`src/rtl/core/mfpe_pkg.sv`:
```
// shared constants and types for the mono framebuffer pixel expander
`timescale 1ns / 1ps

package mfpe_pkg;

  // framebuffer store
  localparam int FRAME_WORDS = 32768;
  localparam int FB_AW       = $clog2(FRAME_WORDS);
  localparam int FB_DW       = 32;

  // field widths
  localparam int WIDTH_W   = 12;
  localparam int HEIGHT_W  = 12;
  localparam int SRCB_W    = 18;
  localparam int WIDX_W    = 15;
  localparam int PIX_W     = 11;
  localparam int ARGB_W    = 32;
  localparam int DOFF_W    = 24;
  localparam int STRIDE_W  = 10;
  localparam int PROD_W    = 22;

  // channel packing
  localparam int IN_TDATA_W  = 72;
  localparam int OUT_TDATA_W = 56;
  localparam int CFG_AW      = 5;
  localparam int CFG_DW      = 32;

  // register indexes (byte address / 4)
  localparam logic [2:0] REG_WIDTH  = 3'd0;
  localparam logic [2:0] REG_HEIGHT = 3'd1;
  localparam logic [2:0] REG_SRCB   = 3'd2;
  localparam logic [2:0] REG_LSB    = 3'd3;
  localparam logic [2:0] REG_BOTUP  = 3'd4;

  // register reset values
  localparam logic [WIDTH_W-1:0]  WIDTH_RST  = 12'd640;
  localparam logic [HEIGHT_W-1:0] HEIGHT_RST = 12'd480;

  // item kinds
  localparam logic ACT_WRITE  = 1'b0;
  localparam logic ACT_RENDER = 1'b1;

  // colours
  localparam logic [ARGB_W-1:0] WHITE_PIX = 32'hFFFF_FFFF;
  localparam logic [ARGB_W-1:0] BLACK_PIX = 32'hFF00_0000;

  typedef struct packed {
    logic [WIDTH_W-1:0]  width;
    logic [HEIGHT_W-1:0] height;
    logic [SRCB_W-1:0]   src_bytes;
    logic                lsb_first;
    logic                bottom_up;
  } cfg_t;

endpackage

```
`src/rtl/core/mfpe_cfg.sv`:
```
// apb register block for screen geometry and layout selection
`timescale 1ns / 1ps

module mfpe_cfg (
  input  logic                         clk,
  input  logic                         rst_n,
  input  logic                         psel,
  input  logic                         penable,
  input  logic                         pwrite,
  input  logic [mfpe_pkg::CFG_AW-1:0]  paddr,
  input  logic [mfpe_pkg::CFG_DW-1:0]  pwdata,
  output logic [mfpe_pkg::CFG_DW-1:0]  prdata,
  output logic                         pready,
  output mfpe_pkg::cfg_t               cfg
);

  mfpe_pkg::cfg_t cfg_r;
  mfpe_pkg::cfg_t cfg_nxt;
  logic           wr_en;
  logic [2:0]     reg_idx;

  assign pready  = 1'b1;
  assign wr_en   = psel & penable & pwrite;
  assign reg_idx = paddr[4:2];
  assign cfg     = cfg_r;

  always_comb begin
    cfg_nxt = cfg_r;
    if (wr_en) begin
      case (reg_idx)
        mfpe_pkg::REG_WIDTH:  cfg_nxt.width     = pwdata[mfpe_pkg::WIDTH_W-1:0];
        mfpe_pkg::REG_HEIGHT: cfg_nxt.height    = pwdata[mfpe_pkg::HEIGHT_W-1:0];
        mfpe_pkg::REG_SRCB:   cfg_nxt.src_bytes = pwdata[mfpe_pkg::SRCB_W-1:0];
        mfpe_pkg::REG_LSB:    cfg_nxt.lsb_first = pwdata[0];
        mfpe_pkg::REG_BOTUP:  cfg_nxt.bottom_up = pwdata[0];
        default: ;
      endcase
    end
  end

  always_ff @(posedge clk) begin
    if (!rst_n) begin
      cfg_r.width     <= mfpe_pkg::WIDTH_RST;
      cfg_r.height    <= mfpe_pkg::HEIGHT_RST;
      cfg_r.src_bytes <= '0;
      cfg_r.lsb_first <= 1'b0;
      cfg_r.bottom_up <= 1'b0;
    end else begin
      cfg_r <= cfg_nxt;
    end
  end

  always_comb begin
    case (reg_idx)
      mfpe_pkg::REG_WIDTH:  prdata = 32'(cfg_r.width);
      mfpe_pkg::REG_HEIGHT: prdata = 32'(cfg_r.height);
      mfpe_pkg::REG_SRCB:   prdata = 32'(cfg_r.src_bytes);
      mfpe_pkg::REG_LSB:    prdata = 32'(cfg_r.lsb_first);
      mfpe_pkg::REG_BOTUP:  prdata = 32'(cfg_r.bottom_up);
      default:              prdata = '0;
    endcase
  end

endmodule

```
`config.mk`:
```
export PLATFORM = sky130hd
export DESIGN_NAME = mfpe_cfg
export DESIGN_NICKNAME = d
export VERILOG_FILES = /design/src/rtl/core/mfpe_pkg.sv /design/src/rtl/core/mfpe_cfg.sv
export SDC_FILE = /design/constraint.sdc
export NUM_CORES = 1
export LEC_CHECK = 0
export BUFFER_PORTS_ARGS = -buffer_cell sky130_fd_sc_hd__buf_2
export CAP_MARGIN = 10
export CORE_MARGIN = 5
export CORE_UTILIZATION = 30
export DETAILED_ROUTE_END_ITERATION = 8
export SYNTH_ARGS = -nofsm -noshare
export SYNTH_HDL_FRONTEND = slang
export SYNTH_SLANG_ARGS = --single-unit
```
`constraint.sdc`:
```
create_clock -name clk -period 1.3 [get_ports clk]
set_clock_uncertainty 0.2 [all_clocks]
set_input_delay 0.13 -clock clk [delete_from_list [all_inputs] [get_ports clk]]
set_output_delay 0.13 -clock clk [all_outputs]
set_load 0.005 [all_outputs]
```
==> results.toml, run 1 <==
[critical_path]
cp_top_family = "flip-flops"
crit_path_start_kind = "flop"
critPathCaptureType = "primary output"
path_cells = "mux2i_1 > a2bb2oi_1 > nor2_1 > buf_2"
required_ps = 970
path_buf_inv = 1
critPathMaxStageDelay_ps = 340
crit_fanout = 3
reg2reg_depth = 3
rr_endpoint = "cfg[27]"
crit_path_top_delay_cell = "dfxtp_2"
cp.arrival_ps = 1160
worstReg2RegStart = "cfg[27]"
reg2reg_setup_slack_ps = 350
worstSetupPathType = "flop to primary output"

[floorplanning]
ios = 119
dieWidth_um = 96.0
fp-row-count = 31
die-area_sq_mm = 0.00922
core_area_sq_mm = 0.00721
start_util_pct = 30.8
die_y_um = 96.0

[final_layout]
synthToLayoutAreaGrowth_pct = 51.4
final_net_count = 420
largest_reg_flops = 44
antenna_cells = 0
multi_input_area_sq_mm = 0.00121
instances_no_fill = 478
nFillCells = 708
drive_gt1_share_pct = 44.1
fin_area_sq_mm = 0.00336
regArea_sq_um = 912

[timing]
fmax_mhz = 670
post-route-min-period_ps = 1490
rsz0062_at_grt = "yes"
hold_viol = 0
finalSetupTns_ps = -2440
setup_viol = 18
min_period_over_period_pct = 115
maxSlewViolCount = 0
hold-worst-slack_ps = 7.10
setup_slack_ps = -193

[global_routing]
grt_start_max_net_pins = 35
antenna_found_initial = 0
grt_pass1_vias = 2116
grt_overflow = 0
grt_usage_pct = 14.3
grt_pass1_wl_mm = 10.2

[hold_path]
holdPathStages = 3
hp-start = "pwdata[0]"
hp-class = "input port to flop"
hold_end = "cfg[1]"

[routing]
drt-initial-drc-count = 40
drc = 0
viasPerCell = 4.43
wl_mm = 6.46
num_vias = 2116
drt_pre_antenna_iters = 4
wl_per_cell_um = 13.5
antenna_left = 0

[synth]
synth_top_area_share_pct = 39.7
synthArstFlopShare_pct = 0
yosys.area.top_type = "dfxtp_1"
synth.avg_cell_area_sq_um = 9.06
ys_seq_area_share_pct = 39.7
yosysWarnings = 0
synth_area_sq_mm = 0.00222
yosysUniqueCellTypes = 24
synth_edf_count = 0
synthTopCellsByArea = "dfxtp_1 40%, mux2i_1 24%, nand2_1 9.6%, buf_4 5.7%, a2bb2oi_1 4.7%"
synth_common_cells = "57 x nand2_1, 54 x mux2i_1, 44 x dfxtp_1, 17 x buf_4"
synth_ff_type = "dfxtp_1"
netlist_instances = 245
synth-seq-cells = 44
synth_most_common_cell = "nand2_1"

[status]
violations = "setup timing"
status = "finished with violations"

[clock_tree]
cts.sinks = 44
numCtsBuffers = 5
clk_pin_slew_ps = 80
cts_tree = "built"
cts-root-buf = "clkbuf_8"
cts_max_level = 2
clockBufferDepth = 2
insertion_delay_ps = 290

[place]
placed_area_sq_mm = 0.00287
place.gp.congestion = 0.708
port_buffers = 87
place_ws_ps = -201
place_inst = 434
dp_hpwl_mm = 4.65

[power]
ir_drop_mv = 0.316
p_leak_nw = 1.64
p_per_area_mw_per_mm2 = 853

[flow_run]
max_cap_violations = 0
-- through the flow --
step	power, mW	utilization [%]
after floorplan	1.58	-
after global placement	1.69	39.7
after detailed placement	1.70	39.7
after CTS	2.90	46.2
after global routing	3.00	46.6
final	2.87	46.6
-- worst reg2reg max path: cells and delay by family (launching register included) --
kind	cells	cell delay [ps]
buffers and inverters	1	130
DFF	1	330
muxes	1	70
and+or+nand+nor	1	110
-- report_power, final --
part / internal, mW / switching (mW)
logic: 0.183 / 0.171
registers: 1.36 / 0.00671
clock network: 0.679 / 0.469
total: 2.22 / 0.647
-- worst max path at each step --
stage | to | slack (ps) | startpoint | cells past startpoint
3_3_place_gp | prdata[9] | -180 | paddr[2] | 6
6_report | prdata[9] | -190 | cfg[29] | 4
3_5_place_dp | prdata[15] | -200 | paddr[2] | 5
2_1_floorplan | cfg[39] | -60 | paddr[4] | 5
5_1_grt | prdata[5] | -280 | cfg[25] | 4
4_1_cts | prdata[9] | -230 | cfg[29] | 4
-- per-layer routing --
metal  vias to the layer above  wire length [um]  global-route usage, %
met1                       990              2760                   16.6
met5                         -                 0                      0
li1                       1057                 -                      -
met4                         0                23                   2.84
met3                         2               476                   4.07
met2                        67              3210                   26.0
-- cell type report --
cell class	instances	share of cell area [%]
inverters	1	0.112
repair buffers	145	29.2
flip-flops and latches	44	27.1
clock inverters	1	0.894
well taps	99	3.69
clock buffers	7	2.87
multi-input cells	181	36.1
-- timing repair --
item,4_1_cts,5_1_grt
pin swaps,2,6
hold endpoints to repair,40,0
setup buffers,17,1
setup endpoints to repair,18,18
hold buffers,18,0
resized for setup,25,5
cloned,0,0
-- placed cells by master, fill, tap and decap left out, types with 5 or more instances in the layout --
cell	netlist	layout
clkbuf_8	0	7
dfxtp_2	0	25
nor2b_1	12	11
nand2_1	57	57
a2bb2oi_1	12	11
buf_2	3	86
conb_1	2	15
dlygate4sd3_1	0	18
dfxtp_1	44	19
mux2i_1	54	53
nor2_1	12	12
buf_4	17	36
buf_12	0	5
and2_1	6	6
-- logic make-up after synthesis --
logic type             after synthesis  share of synthesized area (%)
AND/OR/NAND/NOR                     94                           20.0
buffers and inverters               33                           8.96
multiplexers                        54                           24.4
other                                2                          0.338
flip-flops                          44                           39.7
AO/OA/AOI/OAI                       18                           6.71
(Power assumes the default switching activity.)
==> inputs of run 2 (changes only) <==
CELL_PAD_IN_SITES_DETAIL_PLACEMENT = 1   (was not set)
CELL_PAD_IN_SITES_GLOBAL_PLACEMENT = 1   (was not set)
CORE_UTILIZATION = 28   (was 30)
GPL_TIMING_DRIVEN = 0   (was not set)
PLACE_DENSITY_LB_ADDON = 0.1   (was not set)
clock period = 1.2 ns   (was 1.3 ns; I/O delays follow)
==> results.toml, run 2 (synthesized netlist as in run 1, its figures left out) <==
[timing]
setup_slack_ps = -274
slew_headroom_pct = 57.2
min_period_over_period_pct = 123
post-route-min-period_ps = 1470
tightest_slew_ps = 642
rsz0062_at_grt = "yes"
hold-worst-slack_ps = 88.1
setup_viol = 37
maxSlewViolCount = 0
fmax_mhz = 678
hold_viol = 0

[global_routing]
grt_start_max_net_pins = 13
grt_overflow = 0
grt_pass1_vias = 2343
antenna_found_initial = 0
grt_pass1_wl_mm = 12.2
grt_usage_pct = 16.0

[final_layout]
synthToLayoutAreaGrowth_pct = 72.5
antenna_cells = 0
final_cell_mix = "60 x buf_2, 57 x nand2_1, 54 x mux2i_1"
regArea_sq_um = 921
final_net_count = 447
largest_reg_flops = 44
drive_gt1_share_pct = 49.3
layout.cells.most_common = "buf_2"
postLayoutCoreUtil_pct = 49.5
multi_input_area_sq_mm = 0.00125
nFillCells = 920

[floorplanning]
fp-row-count = 32
dieWidth_um = 99.0
core_area_sq_mm = 0.00773
start_util_pct = 28.7
ios = 119
die_y_um = 99.0
die-area_sq_mm = 0.00981

[clock_tree]
clockBufferDepth = 2
numCtsBuffers = 5
cts-root-buf = "clkbuf_8"
cts_max_level = 2
cts_tree = "built"
cts.sinks = 44
clk_pin_slew_ps = 80
insertion_delay_ps = 290

[power]
internal_power_mw = 2.19
seqPwrFrac_pct = 50.6
pwr-share-comb_pct = 16.0
clkPwrFrac_pct = 33.4
p_sw_share_pct = 25.1
finalPower_mw = 2.92
ir_drop_mv = 0.404
p_per_area_mw_per_mm2 = 763
p_leak_nw = 1.84
power_switching_mw = 0.735

[routing]
drc = 0
num_vias = 2236
drt-initial-drc-count = 54
wl_per_cell_um = 16.5
viasPerCell = 4.40
drt_pre_antenna_iters = 4
wl_mm = 8.39
antenna_left = 0

[critical_path]
worstSetupPathType = "flop to primary output"
reg2reg_depth = 3
cp.arrival_ps = 1150
reg2reg_setup_slack_ps = 210
critPathCaptureType = "primary output"
crit_path_start_kind = "flop"
crit_fanout = 2
required_ps = 880

[place]
dp_hpwl_mm = 5.46
place_ws_ps = -577
place.gp.congestion = 0.723
port_buffers = 86

[hold_path]
hp-class = "input port to flop"
holdPathStages = 4

[status]
violations = "setup timing"
status = "finished with violations"

[flow_run]
max_cap_violations = 0
## run 2: cell types whose count changed in the layout (fill, tap and decap cells not counted), sizes merged
cell / delta
buf: +14
bufinv: -1
clkbuf: +12
dlygate4sd3: +2
## run 2: worst paths after layout
path            from         to
max          cfg[41]  prdata[9]
min          penable     cfg[0]
max reg2reg  cfg[41]    cfg[41]
min reg2reg  cfg[19]    cfg[19]
## run 2: worst max-delay path, stage by stage, from the launching register on
cell,delay [ps]
dfxtp_2,330
mux2i_1,160
a2bb2oi_1,170
nor2_1,60
buf_2,140
## run 2: final cells by class
class	instances	area share [%]
Inverter	1	0.0980
Buffer	31	6.90
Clock buffer	8	2.35
Tap cell	102	3.33
Sequential cell	44	24.1
Timing Repair Buffer	141	30.7
Multi-Input combinational cell	181	32.6
## run 2: per-layer routing
metal	global-route usage (%)	vias to the layer above	wire length [um]
met4	3.15	0	62
met2	27.4	62	4050
met3	3.96	6	444
met1	20.4	1059	3840
li1	-	1109	-
met5	0	-	0
## run 2: timing repair
| action | CTS | global route |
|---|---|---|
| hold buffers | 20 | 0 |
| endpoints found under the hold margin | 43 | 0 |
| gates cloned | 0 | 2 |
| buffers inserted | 25 | 8 |
| pin swaps | 3 | 5 |
| resized for setup | 58 | 61 |
| endpoints found under the setup margin | 48 | 63 |
## run 2: power groups by stage
stage	combinational (mW)	clock (mW)	sequential [mW]
after CTS	0.429	1.02	1.48
after global routing	0.507	1.10	1.48
after global placement	0.340	0	1.51
after floorplan	0.205	0	1.51
after detailed placement	0.342	0	1.51
final	0.468	0.976	1.48
## run 2: per-stage QoR
step	instance area [sq um]	setup TNS [ps]	cells
floorplan	2280	-2700	258
global placement	2840	-22570	446
detailed placement	2840	-23660	446
CTS	3470	-3970	498
global route	3830	-7110	508
finish	3830	-4930	508
==> inputs of run 3 (changes only) <==
CORE_MARGIN = not set   (was 5)
CTS_CLUSTER_SIZE = 14   (was not set)
==> results.toml, run 3 (synthesized netlist as in run 1, its figures left out) <==
[clock_tree]
insertion_delay_ps = 290
clockBufferDepth = 2
cts-root-buf = "clkbuf_8"
numCtsBuffers = 5
cts_tree = "built"
cts.sinks = 44
clk_pin_slew_ps = 80
cts_max_level = 2

[timing]
setup_slack_ps = -274
post-route-min-period_ps = 1470
hold_viol = 0
setup_viol = 24
fmax_mhz = 679
slew_headroom_pct = 61.1
maxSlewViolCount = 0
tightest_slew_ps = 583
rsz0062_at_grt = "yes"
min_period_over_period_pct = 123

[status]
status = "finished with violations"
violations = "setup timing"

[global_routing]
grt_start_max_net_pins = 13
grt_usage_pct = 19.8
grt_pass1_wl_mm = 12.6
antenna_found_initial = 0
grt_overflow = 0
grt_pass1_vias = 2344

[floorplanning]
ios = 119
dieWidth_um = 91.0
die-area_sq_mm = 0.00829
fp-row-count = 32
start_util_pct = 28.9
die_y_um = 91.0
core_area_sq_mm = 0.00769

[place]
port_buffers = 86
dp_hpwl_mm = 5.11
place_ws_ps = -594
place.gp.congestion = 0.697
place_inst = 446

[final_layout]
nFillCells = 942
instances_no_fill = 512
antenna_cells = 0
synthToLayoutAreaGrowth_pct = 72.8
layout.cells.most_common = "buf_2"
final_net_count = 452
final_cell_mix = "63 x buf_2, 56 x nand2_1, 52 x mux2i_1"
postLayoutCoreUtil_pct = 49.9
largest_reg_flops = 44
drive_gt1_share_pct = 50.5

[power]
p_sw_share_pct = 25.8
finalPower_mw = 2.87
internal_power_mw = 2.13
pwr-share-comb_pct = 17.1
seqPwrFrac_pct = 51.6
power_switching_mw = 0.738
p_leak_nw = 1.84
clkPwrFrac_pct = 31.3
ir_drop_mv = 0.435
p_per_area_mw_per_mm2 = 747

[critical_path]
cp.arrival_ps = 1150
crit_path_start_kind = "flop"
crit_path_top_delay_cell = "dfxtp_2"
critPathMaxStageDelay_ps = 330
worstSetupPathType = "flop to primary output"
critPathCaptureType = "primary output"
reg2reg_setup_slack_ps = 150
path_buf_inv = 1
crit_fanout = 2
path_cells = "mux2i_2 > a2bb2oi_2 > nor2_1 > buf_2"
required_ps = 880
cp_top_family = "flip-flops"

[routing]
drt-initial-drc-count = 40
wl_per_cell_um = 16.4
drc = 0
wl_mm = 8.40
drt_pre_antenna_iters = 4
antenna_left = 0
num_vias = 2317
viasPerCell = 4.53

[flow_run]
max_cap_violations = 0

[hold_path]
hp-class = "input port to flop"
==> run 3: cell count changes in the layout (fill, tap and decap cells not counted), moves of 3 or more <==
cell      previous run  this run
and2_4               5         1
buf_6               48        44
clkbuf_1             6         3
buf_4               28        35
buf_2               60        63
and2_1               1         5
==> run 3: power by group through the flow <==
stage	Clock, mW	Combinational, mW	Sequential [mW]
floorplan	0	0.205	1.51
global placement	0	0.336	1.51
detailed placement	0	0.341	1.51
CTS	0.924	0.443	1.48
global route	0.990	0.528	1.48
finish	0.897	0.490	1.48
==> run 3: area by class of cell <==
cell class              instances  area (sq um)  area share, %
plain buffers                  31           263           6.85
clock buffers                   6          72.6           1.89
clock inverters                 1          5.00          0.130
inverters                       1          3.75         0.0978
multi-input cells             181          1260           32.9
flip-flops and latches         44           918           23.9
well taps                     102           128           3.33
repair buffers                146          1180           30.9
==> run 3: worst reg2reg max path, cell delays in order, from the launching register on <==
cell and delay, ps:
dfxtp_2 340, buf_6 120, buf_4 120, nor2b_1 100, mux2i_1 70
==> run 3: layer usage <==
layer  GRT usage (%)  up-vias  share of wire (%)
met1            24.5     1112                 44
li1                -     1125                  -
met3            3.77        5                4.8
met2            35.7       75                 50
met5               0        -                  0
met4            3.97        0               0.61
==> run 3: final timing paths <==
path                 from   endpoint  cells after the start
setup / recovery  cfg[24]  prdata[4]                      4
hold / removal    penable     cfg[0]                      4
setup reg to reg  cfg[25]    cfg[25]                      4
hold reg to reg   cfg[16]    cfg[16]                      2
==> run 3: timing repair <==
item,CTS,global route
cloned,2,0
hold endpoints to repair,44,0
resized for setup,58,58
hold buffers,20,0
pin swaps,5,8
setup buffers,27,14
setup endpoints to repair,56,74
==> run 3: stage by stage <==
stage                     hold slack [ps]  TNS [ps]  cell area [sq um]
after floorplan                      62.1     -2700               2280
after global placement                175    -23240               2840
after detailed placement              179    -24690               2840
after CTS                            61.1     -3170               3520
after global routing                  106     -5140               3840
final                                93.5     -3730               3840
